<file path="src/hw/rtl/wrpm_pkg.sv">
`timescale 1ns / 1ps
// shared types and constants of the windowed rms power meter
package wrpm_pkg;

    localparam int SAMPLE_BITS_DEF  = 16;
    localparam int MAX_CHANNELS_DEF = 8;

    localparam int SUM_W    = 50;
    localparam int N_W      = 21;
    localparam int X_W      = 51;
    localparam int LOG_FRAC = 24;
    localparam int LOG_W    = 30;
    localparam int ROOT_W   = 18;
    localparam int TGT_W    = 52;
    localparam int OUT_W    = 88;

    localparam logic [4:0]  ROOT_TOP   = 5'd16;
    localparam logic [4:0]  FRAC_LAST  = 5'(LOG_FRAC - 1);
    localparam logic [5:0]  X_TOP_POS  = 6'(X_W - 1);
    localparam logic [24:0] DB_K       = 25'd19728302;
    localparam logic signed [31:0] LOG_OFFSET = 32'sd503316480;
    localparam logic signed [17:0] SILENT_DB  = -18'sd100000;

    localparam logic [2:0]  ADDR_WLEN  = 3'd0;
    localparam logic [2:0]  ADDR_CHCNT = 3'd4;
    localparam logic [15:0] WLEN_RESET  = 16'd10000;
    localparam logic [3:0]  CHCNT_RESET = 4'd2;

    typedef enum logic [4:0] {
        OP_NOP, OP_ACCUM, OP_LOAD, OP_NORM, OP_MANT, OP_SQ, OP_SQ_UPD, OP_LOG_SAVE,
        OP_DB_MUL, OP_DB_FIN, OP_ROOT_INIT, OP_ROOT_SQ, OP_RND_SQ, OP_ROOT_MN,
        OP_ROOT_CMP, OP_RND_CMP, OP_ROOT_SAVE, OP_EMIT
    } op_t;

    typedef enum logic [4:0] {
        ST_IDLE, ST_LOG_LOAD, ST_NORM, ST_MANT, ST_SQ, ST_SQ_UPD, ST_LOG_SAVE,
        ST_DB_MUL, ST_DB_FIN, ST_ROOT_INIT, ST_ROOT_SQ, ST_ROOT_MN, ST_ROOT_CMP,
        ST_RND_SQ, ST_RND_MN, ST_RND_CMP, ST_ROOT_SAVE, ST_EMIT
    } state_t;

    typedef struct packed {
        op_t        op;
        logic       sel;
        logic [4:0] idx;
    } cmd_t;

    typedef struct packed {
        logic win_end;
        logic sum_zero;
        logic x_top;
        logic out_free;
    } stat_t;

endpackage

</file>
<file path="src/hw/rtl/wrpm_ctrl.sv">
`timescale 1ns / 1ps
// sequencing state machine of the windowed rms power meter
module wrpm_ctrl import wrpm_pkg::*; (
    input  logic  aclk,
    input  logic  aresetn,
    input  logic  s_tvalid,
    output logic  s_tready,
    input  stat_t stat,
    output cmd_t  cmd
);

    state_t     state_reg, state_next;
    logic [4:0] iter_reg, iter_next;
    logic       which_reg, which_next;
    logic       peak_reg, peak_next;

    always_ff @(posedge aclk) begin
        if (!aresetn) begin
            state_reg <= ST_IDLE;
            iter_reg  <= '0;
            which_reg <= 1'b0;
            peak_reg  <= 1'b0;
        end else begin
            state_reg <= state_next;
            iter_reg  <= iter_next;
            which_reg <= which_next;
            peak_reg  <= peak_next;
        end
    end

    always_comb begin
        state_next = state_reg;
        iter_next  = iter_reg;
        which_next = which_reg;
        peak_next  = peak_reg;
        cmd.op     = OP_NOP;
        cmd.sel    = 1'b0;
        cmd.idx    = iter_reg;
        s_tready   = 1'b0;
        unique case (state_reg)
            ST_IDLE: begin
                s_tready = 1'b1;
                if (s_tvalid) begin
                    cmd.op = OP_ACCUM;
                    if (stat.win_end) begin
                        state_next = ST_LOG_LOAD;
                        which_next = 1'b0;
                        peak_next  = 1'b0;
                    end
                end
            end
            ST_LOG_LOAD: begin
                // silent window skips both logarithms
                if (!which_reg && stat.sum_zero) begin
                    state_next = ST_DB_FIN;
                end else begin
                    cmd.op     = OP_LOAD;
                    cmd.sel    = which_reg;
                    state_next = ST_NORM;
                end
            end
            ST_NORM: begin
                cmd.op = OP_NORM;
                if (stat.x_top) state_next = ST_MANT;
            end
            ST_MANT: begin
                cmd.op     = OP_MANT;
                iter_next  = '0;
                state_next = ST_SQ;
            end
            ST_SQ: begin
                cmd.op     = OP_SQ;
                state_next = ST_SQ_UPD;
            end
            ST_SQ_UPD: begin
                cmd.op    = OP_SQ_UPD;
                iter_next = iter_reg + 5'd1;
                if (iter_reg == FRAC_LAST) state_next = ST_LOG_SAVE;
                else state_next = ST_SQ;
            end
            ST_LOG_SAVE: begin
                cmd.op  = OP_LOG_SAVE;
                cmd.sel = which_reg;
                if (!which_reg) begin
                    which_next = 1'b1;
                    state_next = ST_LOG_LOAD;
                end else begin
                    state_next = ST_DB_MUL;
                end
            end
            ST_DB_MUL: begin
                cmd.op     = OP_DB_MUL;
                state_next = ST_DB_FIN;
            end
            ST_DB_FIN: begin
                cmd.op     = OP_DB_FIN;
                state_next = ST_ROOT_INIT;
            end
            ST_ROOT_INIT: begin
                cmd.op     = OP_ROOT_INIT;
                cmd.sel    = peak_reg;
                iter_next  = ROOT_TOP;
                state_next = ST_ROOT_SQ;
            end
            ST_ROOT_SQ: begin
                cmd.op     = OP_ROOT_SQ;
                state_next = ST_ROOT_MN;
            end
            ST_ROOT_MN: begin
                cmd.op     = OP_ROOT_MN;
                state_next = ST_ROOT_CMP;
            end
            ST_ROOT_CMP: begin
                cmd.op = OP_ROOT_CMP;
                if (iter_reg == 5'd0) begin
                    state_next = ST_RND_SQ;
                end else begin
                    iter_next  = iter_reg - 5'd1;
                    state_next = ST_ROOT_SQ;
                end
            end
            ST_RND_SQ: begin
                cmd.op     = OP_RND_SQ;
                state_next = ST_RND_MN;
            end
            ST_RND_MN: begin
                cmd.op     = OP_ROOT_MN;
                state_next = ST_RND_CMP;
            end
            ST_RND_CMP: begin
                cmd.op     = OP_RND_CMP;
                state_next = ST_ROOT_SAVE;
            end
            ST_ROOT_SAVE: begin
                cmd.op  = OP_ROOT_SAVE;
                cmd.sel = peak_reg;
                if (!peak_reg) begin
                    peak_next  = 1'b1;
                    state_next = ST_ROOT_INIT;
                end else begin
                    state_next = ST_EMIT;
                end
            end
            ST_EMIT: begin
                if (stat.out_free) begin
                    cmd.op     = OP_EMIT;
                    state_next = ST_IDLE;
                end
            end
            default: state_next = ST_IDLE;
        endcase
    end

endmodule

</file>
<file path="src/hw/rtl/wrpm_dp.sv">
`timescale 1ns / 1ps
// accumulator, log, root and output registers of the windowed rms power meter
module wrpm_dp import wrpm_pkg::*; #(
    parameter int SAMPLE_BITS  = SAMPLE_BITS_DEF,
    parameter int MAX_CHANNELS = MAX_CHANNELS_DEF
) (
    input  logic                   aclk,
    input  logic                   aresetn,
    input  cmd_t                   cmd,
    output stat_t                  stat,
    input  logic [SAMPLE_BITS-1:0] sample,
    input  logic [15:0]            window_length,
    input  logic [3:0]             channel_count,
    output logic                   m_tvalid,
    input  logic                   m_tready,
    output logic [OUT_W-1:0]       m_tdata
);

    localparam int CH_W = (MAX_CHANNELS > 1) ? $clog2(MAX_CHANNELS) : 1;

    logic signed [15:0] samp16;
    logic signed [31:0] sq_s;
    logic [SUM_W:0]     sum_add;
    logic [4:0]         ch_eff, cc_ext;
    logic [15:0]        wl_eff;
    logic               ch_last, fr_last;

    logic [SUM_W-1:0]   sum_reg;
    logic [CH_W-1:0]    ch_pos_reg;
    logic [15:0]        fr_pos_reg;
    logic [31:0]        base_reg;
    logic [N_W-1:0]     n_reg;
    logic [15:0]        wl_reg;

    logic [X_W-1:0]     x_reg;
    logic [5:0]         e_reg;
    logic [31:0]        m_reg;
    logic [LOG_FRAC-1:0] frac_reg;
    logic [LOG_W-1:0]   ls_reg, ln_reg;
    logic [63:0]        prod_reg;
    logic               dpos_reg;
    logic [ROOT_W-1:0]  r_reg, t_reg;
    logic [TGT_W-1:0]   target_reg;

    logic               m_valid_reg;
    logic [31:0]        out_base_reg;
    logic signed [17:0] db_reg;
    logic [15:0]        rms_reg, peak_reg;
    logic signed [17:0] out_db_reg;
    logic [15:0]        out_rms_reg, out_peak_reg;

    logic [35:0]        mul_a;
    logic [31:0]        mul_b;
    logic [67:0]        mul_p;
    logic [ROOT_W-1:0]  t_root, t_rnd;
    logic [32:0]        mm;
    logic signed [31:0] d;
    logic [29:0]        negd;
    logic [55:0]        c_round;
    logic [15:0]        root_sat;

    // sample brought to 16 bits
    generate
        if (SAMPLE_BITS >= 16) begin : g_wide
            assign samp16 = sample[SAMPLE_BITS-1 -: 16];
        end else begin : g_narrow
            assign samp16 = {sample, {(16 - SAMPLE_BITS){1'b0}}};
        end
    endgenerate

    assign sq_s    = samp16 * samp16;
    assign sum_add = {1'b0, sum_reg} + {19'b0, sq_s};

    assign cc_ext = {1'b0, channel_count};
    always_comb begin
        if (cc_ext == 5'd0) ch_eff = 5'd1;
        else if (cc_ext > 5'(MAX_CHANNELS)) ch_eff = 5'(MAX_CHANNELS);
        else ch_eff = cc_ext;
    end
    assign wl_eff  = (window_length == 16'd0) ? 16'd1 : window_length;
    assign ch_last = (5'(ch_pos_reg) + 5'd1) >= ch_eff;
    assign fr_last = (17'(fr_pos_reg) + 17'd1) >= {1'b0, wl_eff};

    assign stat.win_end  = ch_last & fr_last;
    assign stat.sum_zero = (sum_reg == '0);
    assign stat.x_top    = x_reg[X_W-1];
    assign stat.out_free = !m_valid_reg || m_tready;

    // one shared multiplier, operands picked by the command
    assign t_root = r_reg | (ROOT_W'(1) << cmd.idx);
    assign t_rnd  = {r_reg[ROOT_W-2:0], 1'b1};
    always_comb begin
        case (cmd.op)
            OP_SQ: begin
                mul_a = {4'b0, m_reg};
                mul_b = m_reg;
            end
            OP_ROOT_SQ: begin
                mul_a = {18'b0, t_root};
                mul_b = {14'b0, t_root};
            end
            OP_RND_SQ: begin
                mul_a = {18'b0, t_rnd};
                mul_b = {14'b0, t_rnd};
            end
            OP_ROOT_MN: begin
                mul_a = prod_reg[35:0];
                mul_b = {11'b0, n_reg};
            end
            OP_DB_MUL: begin
                mul_a = {6'b0, negd};
                mul_b = {7'b0, DB_K};
            end
            default: begin
                mul_a = '0;
                mul_b = '0;
            end
        endcase
    end
    assign mul_p = mul_a * mul_b;

    assign mm       = prod_reg[63:31];
    assign d        = $signed({2'b0, ls_reg}) - $signed({2'b0, ln_reg}) - LOG_OFFSET;
    assign negd     = 30'(-d);
    assign c_round  = {1'b0, prod_reg[54:0]} + (56'd1 << 39);
    assign root_sat = (r_reg > ROOT_W'(16'hffff)) ? 16'hffff : r_reg[15:0];

    // control state
    always_ff @(posedge aclk) begin
        if (!aresetn) begin
            sum_reg     <= '0;
            ch_pos_reg  <= '0;
            fr_pos_reg  <= '0;
            base_reg    <= '0;
            m_valid_reg <= 1'b0;
        end else begin
            if (m_tready) m_valid_reg <= 1'b0;
            case (cmd.op)
                OP_ACCUM: begin
                    sum_reg <= sum_add[SUM_W] ? '1 : sum_add[SUM_W-1:0];
                    if (ch_last) begin
                        ch_pos_reg <= '0;
                        if (fr_last) fr_pos_reg <= '0;
                        else fr_pos_reg <= fr_pos_reg + 16'd1;
                    end else begin
                        ch_pos_reg <= ch_pos_reg + CH_W'(1);
                    end
                end
                OP_EMIT: begin
                    m_valid_reg <= 1'b1;
                    sum_reg     <= '0;
                    if (base_reg > (32'hffffffff - {16'b0, wl_reg})) base_reg <= '1;
                    else base_reg <= base_reg + {16'b0, wl_reg};
                end
                default: ;
            endcase
        end
    end

    // payload
    always_ff @(posedge aclk) begin
        case (cmd.op)
            OP_ACCUM: begin
                if (ch_last && fr_last) begin
                    n_reg  <= N_W'({5'b0, wl_eff} * {16'b0, ch_eff});
                    wl_reg <= wl_eff;
                end
            end
            OP_LOAD: begin
                x_reg <= cmd.sel ? {(X_W - N_W)'(0), n_reg} : {1'b0, sum_reg};
                e_reg <= X_TOP_POS;
            end
            OP_NORM: begin
                if (!x_reg[X_W-1]) begin
                    x_reg <= {x_reg[X_W-2:0], 1'b0};
                    e_reg <= e_reg - 6'd1;
                end
            end
            OP_MANT: begin
                m_reg    <= x_reg[X_W-1 -: 32];
                frac_reg <= '0;
            end
            OP_SQ, OP_ROOT_MN: prod_reg <= mul_p[63:0];
            OP_SQ_UPD: begin
                frac_reg <= {frac_reg[LOG_FRAC-2:0], mm[32]};
                m_reg    <= mm[32] ? mm[32:1] : mm[31:0];
            end
            OP_LOG_SAVE: begin
                if (cmd.sel) ln_reg <= {e_reg, frac_reg};
                else ls_reg <= {e_reg, frac_reg};
            end
            OP_DB_MUL: begin
                prod_reg <= mul_p[63:0];
                dpos_reg <= !d[31];
            end
            OP_DB_FIN: begin
                if (sum_reg == '0) db_reg <= SILENT_DB;
                else if (dpos_reg) db_reg <= '0;
                else db_reg <= -$signed({2'b0, c_round[55:40]});
            end
            OP_ROOT_INIT: begin
                r_reg      <= '0;
                target_reg <= cmd.sel ? {1'b0, sum_reg, 1'b0} : {2'b0, sum_reg};
            end
            OP_ROOT_SQ: begin
                t_reg    <= t_root;
                prod_reg <= mul_p[63:0];
            end
            OP_RND_SQ: begin
                t_reg    <= t_rnd;
                prod_reg <= mul_p[63:0];
            end
            OP_ROOT_CMP: begin
                if (prod_reg <= {12'b0, target_reg}) r_reg <= t_reg;
            end
            OP_RND_CMP: begin
                if (prod_reg <= {10'b0, target_reg, 2'b0}) r_reg <= r_reg + ROOT_W'(1);
            end
            OP_ROOT_SAVE: begin
                if (cmd.sel) peak_reg <= root_sat;
                else rms_reg <= root_sat;
            end
            // results held here while the next window is being worked on
            OP_EMIT: begin
                out_base_reg <= base_reg;
                out_db_reg   <= db_reg;
                out_rms_reg  <= rms_reg;
                out_peak_reg <= peak_reg;
            end
            default: ;
        endcase
    end

    assign m_tvalid = m_valid_reg;
    assign m_tdata  = {6'b0, out_peak_reg, out_rms_reg, out_db_reg, out_base_reg};

endmodule

</file>
<file path="src/hw/rtl/windowed_rms_power_meter.sv">
`timescale 1ns / 1ps
// windowed rms power meter: sample stream in, one level request per window out
// throughput: one sample per cycle within a window; the sample that closes a window
// stalls the input for the end-of-window math: two bit-serial log2 runs, two 17-step
// root searches on the shared multiplier, dB and emit steps; a silent window skips the
// log runs. m_tvalid rises once that math is done, later while an earlier result
// still waits in the output register
// reset: aresetn synchronous active low, clears sums, positions, window base, output valid
module windowed_rms_power_meter import wrpm_pkg::*; #(
    parameter int SAMPLE_BITS  = SAMPLE_BITS_DEF,
    parameter int MAX_CHANNELS = MAX_CHANNELS_DEF,
    localparam int SDATA_W     = ((SAMPLE_BITS + 7) / 8) * 8
) (
    input  logic               aclk,
    input  logic               aresetn,
    // sample stream
    input  logic               s_tvalid,
    output logic               s_tready,
    input  logic [SDATA_W-1:0] s_tdata,   // sample
    // result stream
    output logic               m_tvalid,
    input  logic               m_tready,
    output logic [OUT_W-1:0]   m_tdata,   // window_start, power_centi_db, rms_level, peak_level
    // configuration
    input  logic               psel,
    input  logic               penable,
    input  logic               pwrite,
    input  logic [2:0]         paddr,
    input  logic [31:0]        pwdata,
    output logic [31:0]        prdata,
    output logic               pready
);

    logic [15:0] wlen_reg;
    logic [3:0]  chcnt_reg;
    logic        cfg_wr;
    cmd_t        cmd;
    stat_t       stat;

    // register file: window length at 0, channel count at 4
    assign pready = 1'b1;
    assign cfg_wr = psel && penable && pwrite;

    always_ff @(posedge aclk) begin
        if (!aresetn) begin
            wlen_reg  <= WLEN_RESET;
            chcnt_reg <= CHCNT_RESET;
        end else if (cfg_wr) begin
            if (paddr == ADDR_WLEN) wlen_reg <= pwdata[15:0];
            if (paddr == ADDR_CHCNT) chcnt_reg <= pwdata[3:0];
        end
    end

    always_comb begin
        unique case (paddr)
            ADDR_WLEN:  prdata = {16'b0, wlen_reg};
            ADDR_CHCNT: prdata = {28'b0, chcnt_reg};
            default:    prdata = '0;
        endcase
    end

    // sequencer steps the datapath through accumulate, log, dB, roots, emit
    wrpm_ctrl u_ctrl (
        .aclk     (aclk),
        .aresetn  (aresetn),
        .s_tvalid (s_tvalid),
        .s_tready (s_tready),
        .stat     (stat),
        .cmd      (cmd)
    );

    wrpm_dp #(
        .SAMPLE_BITS  (SAMPLE_BITS),
        .MAX_CHANNELS (MAX_CHANNELS)
    ) u_dp (
        .aclk          (aclk),
        .aresetn       (aresetn),
        .cmd           (cmd),
        .stat          (stat),
        .sample        (s_tdata[SAMPLE_BITS-1:0]),
        .window_length (wlen_reg),
        .channel_count (chcnt_reg),
        .m_tvalid      (m_tvalid),
        .m_tready      (m_tready),
        .m_tdata       (m_tdata)
    );

endmodule

</file>
<file path="config.mk">
export PLATFORM = sky130hd
export DESIGN_NAME = windowed_rms_power_meter
export DESIGN_NICKNAME = d
export VERILOG_FILES = /design/src/hw/rtl/wrpm_pkg.sv /design/src/hw/rtl/wrpm_ctrl.sv /design/src/hw/rtl/wrpm_dp.sv /design/src/hw/rtl/windowed_rms_power_meter.sv
export SDC_FILE = /design/constraint.sdc
export NUM_CORES = 2
export LEC_CHECK = 0
export BUFFER_PORTS_ARGS = -buffer_cell sky130_fd_sc_hd__buf_4
export CORE_ASPECT_RATIO = 0.9
export CORE_MARGIN = 8
export CORE_UTILIZATION = 27
export CTS_BUF_LIST = sky130_fd_sc_hd__clkbuf_4 sky130_fd_sc_hd__clkbuf_8
export CTS_CLUSTER_SIZE = 12
export DETAILED_ROUTE_END_ITERATION = 8
export MAX_ROUTING_LAYER = met4
export PLACE_DENSITY_LB_ADDON = 0.2
export SETUP_SLACK_MARGIN = 0.3
export SYNTH_ARGS = -nofsm -noshare
export SYNTH_HDL_FRONTEND = slang
export SYNTH_HIERARCHICAL = 1
export SYNTH_SLANG_ARGS = --single-unit
export TNS_END_PERCENT = 50
</file>
<file path="constraint.sdc">
create_clock -name aclk -period 35 [get_ports aclk]
set_clock_uncertainty 0.15 [all_clocks]
set_input_delay 7 -clock aclk [delete_from_list [all_inputs] [get_ports aclk]]
set_output_delay 7 -clock aclk [all_outputs]
set_load 0.01 [all_outputs]
</file>
==> flow_summary.ini <==
[run_status]
status = finished, final reports clean

[yosys]
yosys-top-cells-area = fa_1 32%, edfxtp_1 18%, ha_1 9.0%
yosysMostFrequentCell = inv_1
yosys-top-cells-count = 1666 x inv_1, 1280 x fa_1, 896 x nand2_1, 755 x nor2_1, 577 x ha_1
yosysUniqueCellTypes = 112
synthFlopType = edfxtp_1
synth_seq_area_share_pct = 21.72
synth_area_mm2 = 0.08064
synth_seq_cells = 628
synth_edf_count = 494
async_flop_share_pct = 0
yosysTopAreaCell = fa_1
synth_warnings = 6
synth_top_area_share_pct = 31.78
netlist_instances = 8522
avgSynthCellArea_um2 = 9.463

[timing]
hold_viol_final = 0
max_freq_ghz = 0.05069
finalSetupTns_ns = 0
worst_slew_pin_slew_ns = 1.244
post-route-period-util_pct = 56.37
period_needed_ns = 19.73
rsz0062_at_grt = no
setup_slack_ns = 15.27
drv_slew = 0
setup_viol = 0
slew_headroom_pct = 17.00

[layout]
nets = 10500
stdcell_count = 12620
fin_util_pct = 29.93
drive_above_1_share_pct = 7.718
final_area_mm2 = 0.08902
largest_reg_flops = 64
syn_to_final_growth_pct = 10.39

[die]
start_util_pct = 27.12
dieHeight_um = 534.5
fp-row-count = 190
core_area_mm2 = 0.2974
die_area_mm2 = 0.3164
io_pins = 181
die_x_um = 592.1

[clock_tree]
cts.sinks = 628
postCtsHoldBufs = 0
clk_pin_slew_worst_paths_ns = 0.07
clockBufferDepth = 3
root_buffer = clkbuf_8
clk_latency_ns = 0.85
cts_tree = built
cts_resized = 0
h-tree-depth = 3
cts_setup_buffers = 0
cts_buffers = 106

[power_and_ir_drop]
seqPwrFrac_pct = 17.0
leakagePower_uw = 0.04025
switching_share_pct = 49.28
clkPwrFrac_pct = 13.5
internal_power_uw = 2737
power.switching_uw = 2659
peakVddDrop_mv = 0.1953
p_comb_share_pct = 69.5
power.density_mw_per_mm2 = 60.62

[route]
antenna_left = 0
avgViaCountPerCell = 4.826
firstDrtPassIters = 8
wl_per_cell_um = 22.15
drc = 0
vias = 60910
drtIter0Drc = 5378
routed_wl_um = 279500

[global_route]
grt_antenna_before_repair = 19
grt_max_degree = 81
first_global_vias = 62910
grt_usage_pct = 17.92
grt_first_pass_wirelength_um = 419200
grt_overflow_total = 0

[place]
place_inst = 12420
dp_slack_ns = 14.66
placed_area_mm2 = 0.08671
io_buffer_count = 141
dpl.hpwl_um = 220000
gp_congestion = 0.9387

[setup_path]
startpoint_type = primary input
path_class = primary input to flop
max_stage_delay_ns = 0.99
slowest_stage = nand3_1
cp.buffers_inverters = 8
arrival_ns = 20.11
crit_family = adder cells
cp.required_ns = 35.38
end_kind = flop
crit_fanout = 67
crit_path_frequent_cell = fa_1

[worst_hold_path]
min_path_type = flop to flop

[job]
maxCapViolations = 0
==> power groups by stage <==
stage	combinational, uW	sequential [uW]	clock (uW)
6_report	3750	915	729
5_1_grt	4220	917	786
4_1_cts	3770	913	755
3_5_place_dp	3750	928	0
3_3_place_gp	3710	928	0
2_1_floorplan	2760	907	0
==> per-stage QoR <==
| step | hold WS (ns) | total power [uW] |
|---|---|---|
| floorplan | 0.2503 | 3666 |
| global placement | 0.2577 | 4635 |
| detailed placement | 0.2545 | 4677 |
| CTS | 0.2557 | 5439 |
| global route | 0.2705 | 5924 |
| finish | 0.2580 | 5396 |
==> final timing paths <==
| path | start | endpoint | slack (ns) | cells past startpoint |
|---|---|---|---|---|
| setup / recovery | m_tready | u_dp/prod_reg[63] | 15.27 | 35 |
| hold / removal | u_dp/rms_reg[15] | u_dp/out_rms_reg[15] | 0.26 | 0 |
| setup reg to reg | u_dp/sum_reg[15] | u_dp/prod_reg[63] | 19.71 | 38 |
| hold reg to reg | u_dp/rms_reg[15] | u_dp/out_rms_reg[15] | 0.26 | 0 |
==> final cells by class <==
cell class	instances	area [um^2]
fill	31230	208400
multi-input combinational	5856	55560
sequential	628	17520
inverter	1675	6291
tap	3936	4925
timing repair buffer	322	2417
clock buffer	147	1823
clock inverter	53	476.7
antenna	3	7.507
==> layer usage <==
metal | vias up | part of all wire, % | global-route usage, %
met5 | - | 0 | -
met4 | 0 | 1.7 | 2.953
met3 | 266 | 6.3 | 2.390
met2 | 1822 | 44 | 27.38
met1 | 31490 | 48 | 25.73
li1 | 27330 | - | -
==> kinds of logic after synthesis <==
| logic type | Yosys count | synth area share [%] |
|---|---|---|
| simple gates | 2361 | 13.15 |
| buf+inv | 2091 | 10.00 |
| fa+ha+maj | 1857 | 40.73 |
| compound gates | 1191 | 9.857 |
| flops | 628 | 21.72 |
| xor+xnor | 262 | 2.855 |
| mux | 128 | 1.665 |
| other cells | 4 | 0.01861 |
==> worst register-to-register path, delay by kind of cell, from the launching register on <==
kind | cells | cell delay [ns]
xor+xnor | 1 | 0.15
flops | 1 | 0.32
simple gates | 13 | 5.14
buf+inv | 9 | 2.52
fa+ha+maj | 9 | 4.63
compound gates | 6 | 2.07
==> layout by cell type (no fill, tap or decap), types with 19 or more instances in the layout <==
| cell | Yosys | routed |
|---|---|---|
| mux2_2 | 49 | 49 |
| clkbuf_8 | 1 | 115 |
| clkinv_2 | 0 | 19 |
| clkinv_1 | 7 | 23 |
| a22o_1 | 35 | 35 |
| o21ai_0 | 233 | 223 |
| ha_1 | 577 | 577 |
| o31ai_1 | 20 | 20 |
| inv_1 | 1666 | 1665 |
| conb_1 | 4 | 57 |
| nor2_1 | 755 | 747 |
| nand2_1 | 896 | 896 |
| a31oi_1 | 37 | 37 |
| fa_1 | 1280 | 1280 |
| mux2i_1 | 79 | 79 |
| and2_1 | 139 | 139 |
| or3_1 | 37 | 37 |
| nor3_1 | 109 | 102 |
| o211ai_1 | 43 | 43 |
| o21a_1 | 36 | 36 |
| a21oi_1 | 324 | 316 |
| a211oi_1 | 44 | 31 |
| nor4_1 | 32 | 31 |
| and3_1 | 51 | 51 |
| xnor2_1 | 175 | 175 |
| xor2_1 | 86 | 86 |
| clkbuf_4 | 0 | 32 |
| nand3_1 | 92 | 92 |
| a21o_1 | 140 | 140 |
| nor2b_1 | 40 | 40 |
| buf_4 | 30 | 322 |
| edfxtp_1 | 494 | 494 |
| a22oi_1 | 23 | 23 |
| o21bai_1 | 44 | 44 |
| nand2b_1 | 44 | 44 |
| a221o_1 | 22 | 22 |
| nand3b_1 | 26 | 26 |
| dfxtp_1 | 134 | 134 |
| nand4_1 | 64 | 64 |
(Power assumes the default switching activity.)
